==> src/hw/rtl/lmph_pkg.sv <==
// Shared types and constants for the level meter with peak hold.
// No dependencies; compiled first.
package lmph_pkg;

	localparam int NUM_CHANNELS_DEF = 16;
	localparam int CHANNEL_W        = 4;
	localparam int LEVEL_W          = 8;
	localparam int REG_IDX_W        = 2;

	typedef logic [LEVEL_W-1:0]   level_t;
	typedef logic [REG_IDX_W-1:0] reg_idx_t;

	// Configuration register indexes
	localparam reg_idx_t REG_HOLD_RELOAD      = reg_idx_t'(0);
	localparam reg_idx_t REG_PEAK_DECAY_STEP  = reg_idx_t'(1);
	localparam reg_idx_t REG_MIN_RELEASE_STEP = reg_idx_t'(2);

	// Register reset values
	localparam level_t HOLD_RELOAD_RST      = level_t'(8);
	localparam level_t PEAK_DECAY_STEP_RST  = level_t'(3);
	localparam level_t MIN_RELEASE_STEP_RST = level_t'(4);

	typedef struct packed {
		logic [CHANNEL_W-1:0] channel;
		level_t               raw_level;
		logic                 level_valid;
		logic                 end_of_frame;
	} in_item_t;

	typedef struct packed {
		level_t shown_level;
		level_t peak_level;
		logic   channel_changed;
		logic   frame_changed;
	} out_item_t;

	typedef struct packed {
		reg_idx_t reg_index;
		level_t   wr_data;
	} cfg_wr_t;

	// One channel entry of the meter store
	typedef struct packed {
		level_t level;
		level_t peak;
		level_t hold;
	} meter_entry_t;

endpackage

==> src/hw/rtl/lmph_chan_if.sv <==
// Valid/ready channel carrying one payload struct per transaction.
// Payload types come from lmph_pkg.
interface lmph_chan_if #(
	parameter type payload_t = logic
) ();
	logic     valid;
	logic     ready;
	payload_t data;

	modport source (output valid, output data, input ready);
	modport sink   (input valid, input data, output ready);
endinterface

==> src/hw/rtl/level_meter_peak_hold.sv <==
// Level meter with peak hold: per-channel ballistics kept in one channel-indexed memory.
// Depends on lmph_pkg and lmph_chan_if.
//
// Channel  Dir  Payload                                                   Transaction
// in       in   channel, raw_level, level_valid, end_of_frame             valid & ready
// out      out  shown_level, peak_level, channel_changed, frame_changed   valid & ready
// cfg      in   reg_index, wr_data                                        valid & ready
//
// One transaction per cycle sustained while the output is not stalled. An item is read
// from the meter memory when it is accepted; when the update stage advances it is
// updated, written back and loaded into the output register that drives out.valid.
// The single read-modify-write loop through the memory sets that rate; a same-channel
// item right behind takes the written value by forwarding.
// Reset clears control state and per-entry valid bits and loads the config registers'
// reset values, so the store reads as zero at once; no clearing pass is needed.
// A stalled output holds the update stage, which in turn holds in.ready low.
module level_meter_peak_hold #(
	parameter int NUM_CHANNELS = lmph_pkg::NUM_CHANNELS_DEF
) (
	input logic         clk,
	input logic         arst_n,
	lmph_chan_if.sink   in,
	lmph_chan_if.source out,
	lmph_chan_if.sink   cfg
);
	import lmph_pkg::*;

	localparam int AW = (NUM_CHANNELS > 1) ? $clog2(NUM_CHANNELS) : 1;
	localparam logic [8:0] NUM_CH_W = 9'(NUM_CHANNELS);

	// ---------------------------------------------------------------- config
	level_t hold_reload_q;
	level_t peak_decay_step_q;
	level_t min_release_step_q;

	assign cfg.ready = 1'b1;

	// Write only the listed registers; drop writes beyond the list.
	always_ff @(posedge clk or negedge arst_n) begin
		if (!arst_n) begin
			hold_reload_q      <= HOLD_RELOAD_RST;
			peak_decay_step_q  <= PEAK_DECAY_STEP_RST;
			min_release_step_q <= MIN_RELEASE_STEP_RST;
		end else if (cfg.valid) begin
			case (cfg.data.reg_index)
				REG_HOLD_RELOAD:      hold_reload_q      <= cfg.data.wr_data;
				REG_PEAK_DECAY_STEP:  peak_decay_step_q  <= cfg.data.wr_data;
				REG_MIN_RELEASE_STEP: min_release_step_q <= cfg.data.wr_data;
				default: ;
			endcase
		end
	end

	// ---------------------------------------------------------------- handshake
	logic      valid_s1;
	logic      out_valid_q;
	out_item_t out_data_q;
	logic      adv_s1;
	logic      in_fire;

	// Advance the update stage whenever the output register is free or being taken.
	assign adv_s1   = valid_s1 && (!out_valid_q || out.ready);
	assign in.ready = !valid_s1 || adv_s1;
	assign in_fire  = in.valid && in.ready;

	// ---------------------------------------------------------------- decode
	logic [8:0]    chan_ext;
	logic [AW-1:0] in_addr;
	logic          in_range;
	level_t        in_goal;

	assign chan_ext = 9'(in.data.channel);
	assign in_addr  = chan_ext[AW-1:0];
	assign in_range = chan_ext < NUM_CH_W;
	// An invalid level counts as a target of zero.
	assign in_goal  = in.data.level_valid ? in.data.raw_level : '0;

	// ---------------------------------------------------------------- memory
	meter_entry_t            mem [NUM_CHANNELS];
	logic [NUM_CHANNELS-1:0] ent_vld_q;

	logic [AW-1:0] addr_s1;
	logic          in_range_s1;
	level_t        goal_s1;
	logic          eof_s1;
	meter_entry_t  rd_s1;
	logic          ent_vld_s1;
	logic          fwd_s1;
	meter_entry_t  fwd_data_s1;

	logic          wr_en;
	meter_entry_t  new_ent;

	assign wr_en = adv_s1 && in_range_s1;

	// Registered read at accept; write back when the update stage advances.
	always_ff @(posedge clk) begin
		if (in_fire && in_range) begin
			rd_s1 <= mem[in_addr];
		end
		if (wr_en) begin
			mem[addr_s1] <= new_ent;
		end
	end

	always_ff @(posedge clk or negedge arst_n) begin
		if (!arst_n) begin
			ent_vld_q <= '0;
		end else if (wr_en) begin
			ent_vld_q[addr_s1] <= 1'b1;
		end
	end

	// Stage 1 item; capture forwarding when the entry being written is the one read now.
	always_ff @(posedge clk or negedge arst_n) begin
		if (!arst_n) begin
			valid_s1 <= 1'b0;
			fwd_s1   <= 1'b0;
		end else if (in_fire) begin
			valid_s1 <= 1'b1;
			fwd_s1   <= wr_en && (addr_s1 == in_addr);
		end else if (adv_s1) begin
			valid_s1 <= 1'b0;
			fwd_s1   <= 1'b0;
		end
	end

	always_ff @(posedge clk) begin
		if (in_fire) begin
			addr_s1     <= in_addr;
			in_range_s1 <= in_range;
			goal_s1     <= in_goal;
			eof_s1      <= in.data.end_of_frame;
			ent_vld_s1  <= in_range ? ent_vld_q[in_addr] : 1'b0;
			fwd_data_s1 <= new_ent;
		end
	end

	// ---------------------------------------------------------------- update
	meter_entry_t old_ent;
	level_t       gap;
	level_t       half_gap;
	level_t       drop;
	level_t       shown;
	level_t       peak;
	level_t       hold;
	logic         changed;
	logic         frame;
	logic         acc_q;

	always_comb begin
		if (fwd_s1) begin
			old_ent = fwd_data_s1;
		end else if (ent_vld_s1) begin
			old_ent = rd_s1;
		end else begin
			old_ent = '0;
		end

		// Attack is instant; release falls by max(gap/2, min step), never past target.
		gap      = old_ent.level - goal_s1;
		half_gap = gap >> 1;
		drop     = (half_gap < min_release_step_q) ? min_release_step_q : half_gap;
		if (goal_s1 >= old_ent.level) begin
			shown = goal_s1;
		end else if (drop >= gap) begin
			shown = goal_s1;
		end else begin
			shown = old_ent.level - drop;
		end

		// Peak follows upward and reloads the hold; after the hold, decay to zero.
		peak = old_ent.peak;
		hold = old_ent.hold;
		if (shown >= old_ent.peak) begin
			peak = shown;
			hold = hold_reload_q;
		end else if (old_ent.hold != '0) begin
			hold = old_ent.hold - 8'd1;
		end else if (old_ent.peak > peak_decay_step_q) begin
			peak = old_ent.peak - peak_decay_step_q;
		end else begin
			peak = '0;
		end

		new_ent.level = shown;
		new_ent.peak  = peak;
		new_ent.hold  = hold;

		changed = in_range_s1 && ((shown != old_ent.level) || (peak != old_ent.peak));
		frame   = acc_q | changed;
	end

	// Frame change accumulator; clear after the end-of-frame item.
	always_ff @(posedge clk or negedge arst_n) begin
		if (!arst_n) begin
			acc_q <= 1'b0;
		end else if (adv_s1) begin
			acc_q <= eof_s1 ? 1'b0 : frame;
		end
	end

	// ---------------------------------------------------------------- output
	always_ff @(posedge clk or negedge arst_n) begin
		if (!arst_n) begin
			out_valid_q <= 1'b0;
		end else if (adv_s1) begin
			out_valid_q <= 1'b1;
		end else if (out.ready) begin
			out_valid_q <= 1'b0;
		end
	end

	// Out-of-range channels report zero level and peak.
	always_ff @(posedge clk) begin
		if (adv_s1) begin
			out_data_q.shown_level     <= in_range_s1 ? shown : '0;
			out_data_q.peak_level      <= in_range_s1 ? peak : '0;
			out_data_q.channel_changed <= changed;
			out_data_q.frame_changed   <= frame;
		end
	end

	assign out.valid = out_valid_q;
	assign out.data  = out_data_q;

	// ---------------------------------------------------------------- checks
	a_fwd_needs_item: assert property (@(posedge clk) disable iff (!arst_n)
		fwd_s1 |-> valid_s1)
		else $error("forwarding flag set with no item in the update stage");

	a_stall_holds_item: assert property (@(posedge clk) disable iff (!arst_n)
		(valid_s1 && !adv_s1) |=> (valid_s1 && $stable(addr_s1) && $stable(goal_s1)))
		else $error("update stage item changed while stalled");

	a_frame_covers_channel: assert property (@(posedge clk) disable iff (!arst_n)
		(out_valid_q && out_data_q.channel_changed) |-> out_data_q.frame_changed)
		else $error("channel change not reflected in frame change");

	a_eof_clears_acc: assert property (@(posedge clk) disable iff (!arst_n)
		(adv_s1 && eof_s1) |=> !acc_q)
		else $error("frame accumulator not cleared after end of frame");

endmodule

==> src/flat_wrapper.sv <==
// flat-port wrapper written by rule: the top's interface ports become plain ports
module level_meter_peak_hold_flat import lmph_pkg::*;
#(
	parameter int NUM_CHANNELS = lmph_pkg::NUM_CHANNELS_DEF
)
  (clk, arst_n, in_valid, in_data, in_ready, out_valid, out_data, out_ready, cfg_valid, cfg_data, cfg_ready);
  lmph_chan_if #(.payload_t(in_item_t)) in_i ();
  lmph_chan_if #(.payload_t(out_item_t)) out_i ();
  lmph_chan_if #(.payload_t(cfg_wr_t)) cfg_i ();
  input logic clk;
  input logic arst_n;
  input wire logic [$bits(in_i.valid)-1:0] in_valid;
  input wire logic [$bits(in_i.data)-1:0] in_data;
  output wire logic [$bits(in_i.ready)-1:0] in_ready;
  output wire logic [$bits(out_i.valid)-1:0] out_valid;
  output wire logic [$bits(out_i.data)-1:0] out_data;
  input wire logic [$bits(out_i.ready)-1:0] out_ready;
  input wire logic [$bits(cfg_i.valid)-1:0] cfg_valid;
  input wire logic [$bits(cfg_i.data)-1:0] cfg_data;
  output wire logic [$bits(cfg_i.ready)-1:0] cfg_ready;
  assign in_i.valid = in_valid;
  assign in_i.data = in_data;
  assign in_ready = in_i.ready;
  assign out_valid = out_i.valid;
  assign out_data = out_i.data;
  assign out_i.ready = out_ready;
  assign cfg_i.valid = cfg_valid;
  assign cfg_i.data = cfg_data;
  assign cfg_ready = cfg_i.ready;
  level_meter_peak_hold #(.NUM_CHANNELS(NUM_CHANNELS)) u_core (.clk(clk), .arst_n(arst_n), .in(in_i), .out(out_i), .cfg(cfg_i));
endmodule
==> config.mk <==
export PLATFORM = sky130hd
export DESIGN_NAME = level_meter_peak_hold_flat
export DESIGN_NICKNAME = d
export VERILOG_FILES = /design/src/hw/rtl/lmph_pkg.sv /design/src/hw/rtl/lmph_chan_if.sv /design/src/hw/rtl/level_meter_peak_hold.sv /design/src/flat_wrapper.sv
export SDC_FILE = /design/constraint.sdc
export NUM_CORES = 1
export LEC_CHECK = 0
export ABC_CLOCK_PERIOD_IN_PS = 12900
export BUFFER_PORTS_ARGS = -buffer_cell sky130_fd_sc_hd__buf_2
export CAP_MARGIN = 20
export CORE_MARGIN = 2
export CORE_UTILIZATION = 45
export DETAILED_ROUTE_END_ITERATION = 10
export RECOVER_POWER = 50
export SYNTH_ARGS = -nofsm -noshare
export SYNTH_HDL_FRONTEND = slang
export SYNTH_SLANG_ARGS = --single-unit
export TNS_END_PERCENT = 10
==> constraint.sdc <==
create_clock -name clk -period 12.9 [get_ports clk]
set_clock_uncertainty 0.2 [all_clocks]
set_input_delay 1.29 -clock clk [delete_from_list [all_inputs] [get_ports clk]]
set_output_delay 1.29 -clock clk [all_outputs]
set_load 0.005 [all_outputs]
==> impl_metrics.csv, run 1 <==
group,metric,value,unit
drt,route.met2.wl,25600,um
synthesis,avgSynthCellArea,18.1,sq um
drt,drc,0,
worst_setup_path,cp-end-kind,"flop",
clock_network,clk_latency,0.60,ns
floorplanning,start_util,0.454,
layout,drive_above_1_share,0.241,
worst_setup_path,cp.arrival,10.60,ns
global_route,antenna_found_initial,0,
layout,area_growth,13.0,%
worst_setup_path,cpLargestDelayFamily,"compound AO/OA/AOI/OAI gates",
synthesis,netlist_area,0.0217,sq mm
timing,post-route-min-period,10.48,ns
timing,min_period_over_period,0.812,
timing,slew_headroom,-2.95,
drt,vias_per_cell,5.91,
timing,worstMarginPinSlew,5.92,ns
timing,rsz0062_at_grt,"no",
synthesis,syn-num-nets,1275,
drt,wirelength,52400,um
worst_setup_path,r2r_slack,2.42,ns
drt,drt_pass1_iterations,5,
pwr,power.density,199,mW/mm^2
drt,vias,11549,
drt,wl_met3,2770,um
timing,setup_tns,0,ns
clock_network,path_clk_slew,0.06,ns
floorplanning,core,0.0476,sq mm
global_route,grt_use_total,0.215,
drt,wl_met1,22900,um
place,gp_congestion,0.895,
global_route,grt_pass1_wl,77800,um
worst_setup_path,slowest_stage,"or2_1",
drt,highest_layer,"met4",
synthesis,synthCells,1198,
layout,antenna_cells,0,
drt,ant_nets,0,
floorplanning,die_w,223,um
clock_network,cts_buffers,51,
job,maxCapViolCount,18,
synthesis,synth_flop_cell,"edfxtp_1",
clock_network,postCtsHoldBufs,0,
worst_setup_path,required,13.03,ns
drt,avgRoutedWirePerCell,26.8,um
worst_setup_path,crit_type,"flop to flop",
floorplanning,die_h,223,um
synthesis,synth-seq-cells,508,
place,portBuffers,48,
synthesis,synth_edf_count,464,
drt,drt-initial-drc-count,995,
synthesis,async_flop_share,0.0866,
worst_setup_path,worst-path-buf-inv,3,
pwr,p_leak,8.41,nW
clock_network,clock_path_buffers,3,
floorplanning,pin_count,50,
global_route,grt.overflow.total,0,
global_route,grt_pass1_vias,11850,
place,hpwl,31800,um
floorplanning,dieArea,0.0499,sq mm
hold_path,hold_path_class,"flop to flop",
synthesis,synth_cell_types,67,
timing,finalHoldViolCount,0,
timing,drv_slew,511,
worst_setup_path,cpMostUsedCell,"a21o_1",
timing,setup_violations,0,
clock_network,cts_tree,"yes",
worst_setup_path,critical-path-max-stage-delay,0.87,ns
clock_network,post_cts_resized,0,
floorplanning,rows,80,
clock_network,cts_setup_buffers,0,
clock_network,cts.sinks,508,
worst_setup_path,critPathMaxFanout,30,
clock_network,clockRootBuffer,"clkbuf_16",
layout,final_nets,1374,
status,outcome,"finished, violations left",
pwr,vdd_ir_drop_max,0.0854,mV
global_route,grt_max_degree,68,
synthesis,yosysSeqAreaShare,0.695,
synthesis,synth_warnings,0,
worst_setup_path,startpoint_type,"flop",
status,violations,"capacitance limit, slew limit",
timing,max_freq,95.5,MHz
layout,final_util,0.514,
clock_network,cts_htree_levels,2,
synth_stat cells (13+ instances only):
library cell,number,area (sq um)
a22oi_1,15,113
clkbuf_1,31,116
and2_1,13,81.3
o21ai_0,34,170
mux2i_1,15,150
ha_1,45,563
inv_1,51,191
dfrtp_1,40,1000
buf_1,14,52.6
xnor2_1,16,140
nor2_1,49,184
a21oi_1,35,175
edfxtp_1,464,13900
mux2_2,29,327
mux4_2,125,2820
or2_2,17,106
a21o_1,15,113
nand2_1,39,146
layout make-up:
type,count,area [sq um]
well taps,615,769
clock buffers,66,1380
flip-flops and latches,508,15000
fillers,3826,23200
repair buffers,92,484
multi-input cells,593,6270
clock inverters,29,325
inverters,51,191
metal layers:
metal  vias to the layer above  track usage
met2                       327        0.352
li1                       5032            -
met3                        73       0.0329
met1                      6117        0.303
met5                         -            0
met4                         0       0.0626
state kept, by name, summed over array words and instances (netlist names):
register                   count
u_core.rd_s1                  24
u_core.out.valid               1
u_core.fwd_data_s1            24
u_core.acc_q                   1
u_core.fwd_s1                  1
u_core.eof_s1                  1
u_core.out.data               18
u_core.mem                   384
u_core.ent_vld_q              16
u_core.hold_reload_q           8
u_core.peak_decay_step_q       8
u_core.ent_vld_s1              1
u_core.min_release_step_q      8
u_core.goal_s1                 8
u_core.valid_s1                1
u_core.addr_s1                 4
worst reg2reg max path: cells and delay by family, from the launching register on:
family	cells	cell delay, ns
xor gates and xnor gates	1	0.14
buffers and inverters	3	0.97
muxes	2	0.73
adders and majority gates	5	1.75
AOI/OAI and AO/OA	15	3.51
and+or+nand+nor	7	2.42
DFF	1	0.50
final timing paths:
check	cells past startpoint	start	endpoint
setup / recovery	33	u_core.ent_vld_s1	u_core.out.data[1]
min in group asynchronous	2	arst_n	u_core.min_release_step_q[7]
hold reg to reg	1	u_core.ent_vld_q[0]	u_core.ent_vld_q[0]
setup reg to reg	33	u_core.ent_vld_s1	u_core.out.data[1]
hold / removal	1	u_core.ent_vld_q[0]	u_core.ent_vld_q[0]
max in group asynchronous	2	arst_n	u_core.ent_vld_q[8]
kinds of logic after synthesis:
group,share of synthesized area
compound gates,0.0530
xor+xnor,0.0109
fa+ha+maj,0.0288
buf+inv,0.0170
flops,0.695
mux,0.153
other cells,0.000173
simple gates,0.0428
power by group:
part	total, W	internal, W	switching, W
logic	0.00111	0.000373	0.000740
clock network	0.00150	0.000881	0.000619
registers	0.00226	0.00221	0.0000527
total	0.00488	0.00346	0.00141
cell usage in the layout, fill, tap and decap left out, drive strengths merged, types with 6 or more instances in the layout:
cell type	synthesis	final
edfxtp	464	464
mux4	125	125
clkbuf	31	98
buf	15	60
inv	51	52
nor2	49	49
ha	45	45
dfrtp	40	40
nand2	39	39
a21oi	35	35
o21ai	34	34
mux2	30	30
clkinv	0	19
or2	18	18
xnor2	16	16
a22oi	15	15
a21o	15	15
mux2i	15	15
and2	13	13
xor2	11	11
a211oi	10	10
nand3	8	8
o21a	8	8
o31ai	8	8
nand2b	7	7
a31oi	6	6
nand3b	6	6
nor3	6	6
bufinv	0	6
metrics by stage:
step	instance area (sq um)	worst slack [ns]	std cells	power (W)	hold slack, ns
2_1_floorplan	21700	3.45	1198	0.00297	0.234
3_3_place_gp	23000	2.92	1856	0.00338	0.246
3_5_place_dp	23000	2.54	1859	0.00341	0.250
4_1_cts	24700	2.52	1954	0.00491	0.268
5_1_grt	24500	1.83	1954	0.00509	0.283
6_report	24500	2.42	1954	0.00488	0.262
Note: power is estimated with default switching activity, not from simulation.
==> run 2, diff against run 1 <==
ABC_CLOCK_PERIOD_IN_PS = 10850   (was 12900)
clock period = 10.85 ns   (was 12.9 ns; I/O delays follow)
==> impl_metrics.csv, run 2 (synthesis results as in run 1) <==
group,metric,value,unit
status,outcome,"finished, violations left",
status,violations,"capacitance limit, slew limit",
pwr,pwr-share-comb,0.234,
drt,drt-initial-drc-count,1017,
clock_network,clk_latency,0.59,ns
place,portBuffers,48,
layout,top_regs,"u_core.mem (384), u_core.fwd_data_s1 (24), u_core.rd_s1 (24)",
layout,antenna_cells,0,
pwr,vdd_ir_drop_max,0.120,mV
layout,largest-register,"u_core.mem",
layout,largest_reg_flops,384,
global_route,grt-busiest-layer,"met2",
timing,finalHoldViolCount,0,
clock_network,cts_setup_buffers,0,
floorplanning,core,0.0476,sq mm
worst_setup_path,critPathMaxFanout,30,
clock_network,postCtsHoldBufs,0,
global_route,use_met2,0.336,
layout,final_common_cell,"edfxtp_1",
worst_setup_path,cp-end-kind,"flop",
floorplanning,die_h,223,um
floorplanning,start_util,0.454,
clock_network,post_cts_resized,0,
layout,area_growth,12.7,%
timing,min_period_over_period,0.906,
drt,ant_nets,0,
timing,worstMarginPinSlew,4.91,ns
worst_setup_path,crit_type,"flop to flop",
place,hpwl,31500,um
pwr,p_leak,8.39,nW
worst_setup_path,cpMostUsedCell,"a21o_1",
global_route,grt.overflow.total,0,
clock_network,path_clk_slew,0.06,ns
job,maxCapViolCount,14,
drt,drc,0,
global_route,use_met1,0.294,
pwr,seq_power_share,0.470,
worst_setup_path,r2r_slack,1.02,ns
layout,drive_above_1_share,0.236,
global_route,grt_pass1_wl,76300,um
drt,drt_pass1_iterations,8,
timing,drv_slew,410,
layout,nFillCells,3842,
floorplanning,pin_count,50,
layout,seqCellArea,0.0150,sq mm
clock_network,clockRootBuffer,"clkbuf_16",
worst_setup_path,startpoint_type,"flop",
drt,vias_per_cell,5.83,
timing,rsz0062_at_grt,"no",
timing,max_freq,102,MHz
floorplanning,rows,80,
timing,setup_tns,0,ns
global_route,antenna_found_initial,0,
timing,timing.hold.ws,0.264,ns
layout,final_cell_mix,"464 x edfxtp_1, 125 x mux4_2, 54 x clkbuf_16, 52 x clkbuf_1, 51 x inv_1",
pwr,power.share.switching,0.291,
worst_setup_path,required,10.98,ns
clock_network,cts_tree,"yes",
global_route,grt_use_total,0.210,
timing,setup_violations,0,
pwr,p_clk_frac,0.297,
drt,avgRoutedWirePerCell,26.2,um
place,gp_congestion,0.883,
drt,wirelength,51400,um
global_route,gr-usage-met3,0.0311,
timing,post-route-min-period,9.83,ns
global_route,grt_pass1_vias,11657,
hold_path,hold_path_class,"flop to flop",
floorplanning,dieArea,0.0499,sq mm
clock_network,clock_path_buffers,3,
floorplanning,die_w,223,um
timing,slew_headroom,-2.28,
worst_setup_path,slowest_stage,"inv_1",
clock_network,cts_htree_levels,2,
pwr,power.density,234,mW/mm^2
layout,final_nets,1383,
global_route,grt_max_degree,64,
layout,multi_input_area,0.00627,sq mm
worst_setup_path,critical-path-max-stage-delay,0.57,ns
clock_network,cts.sinks,508,
worst_setup_path,cp.arrival,9.95,ns
pwr,internal_power,0.00406,W
drt,vias,11436,
clock_network,cts_buffers,53,
pwr,switchingPower,0.00166,W
run 2: changes by cell type in the layout (fill, tap and decap cells not counted), sizes merged:
cell / change
clkinv: -2
bufinv: -4
clkbuf: +10
clkinvlp: -1
buf: +6
inv: -1
run 2: area by class of cell:
cell class / instances / area share
Sequential cell: 508 / 0.616
Clock inverter: 21 / 0.00661
Tap cell: 615 / 0.0315
Clock buffer: 75 / 0.0594
Inverter: 51 / 0.00784
Multi-Input combinational cell: 593 / 0.257
Timing Repair Buffer: 99 / 0.0218
run 2: routing by layer:
| metal | up-vias | part of all wire |
|---|---|---|
| met5 | - | 0 |
| met3 | 91 | 0.052 |
| met4 | 0 | 0.032 |
| met1 | 5984 | 0.44 |
| li1 | 5036 | - |
| met2 | 325 | 0.48 |
run 2: path summary, 6_finish.rpt:
check / to / cells after the start / start
worst max register to register: u_core.out.data[1] / 33 / u_core.ent_vld_s1
worst max-delay path: u_core.out.data[1] / 33 / u_core.ent_vld_s1
min in group asynchronous: u_core.acc_q / 1 / arst_n
max in group asynchronous: u_core.ent_vld_q[10] / 2 / arst_n
worst min register to register: u_core.ent_vld_q[15] / 1 / u_core.ent_vld_q[15]
worst min-delay path: u_core.ent_vld_q[15] / 1 / u_core.ent_vld_q[15]
run 2: metrics by stage:
stage                     worst slack (ns)  cell area (sq um)   util  instances  total power, W
after floorplan                       1.40              21700      -       1198         0.00353
after global placement                1.30              23000  0.482       1861         0.00403
after detailed placement              1.08              23000  0.483       1863         0.00407
after CTS                             1.06              24600  0.517       1959         0.00578
after global routing                 0.478              24400  0.512       1962         0.00599
final                                 1.02              24400  0.512       1962         0.00572
run 2: power by group through the flow:
stage	Sequential (W)	Clock (W)	Combinational [W]
final	0.00269	0.00170	0.00134
after floorplan	0.00270	0	0.000823
after detailed placement	0.00272	0	0.00135
after CTS	0.00268	0.00174	0.00135
after global routing	0.00270	0.00182	0.00148
after global placement	0.00272	0	0.00131
run 2: worst max-delay path, delay by kind of cell (launching register included):
family,cells,cell delay (ns)
adders and majority gates,4,1.19
xor gates and xnor gates,1,0.26
AOI/OAI and AO/OA,14,3.44
muxes,2,0.62
buffers and inverters,4,1.25
and+or+nand+nor,8,2.08
DFF,1,0.50
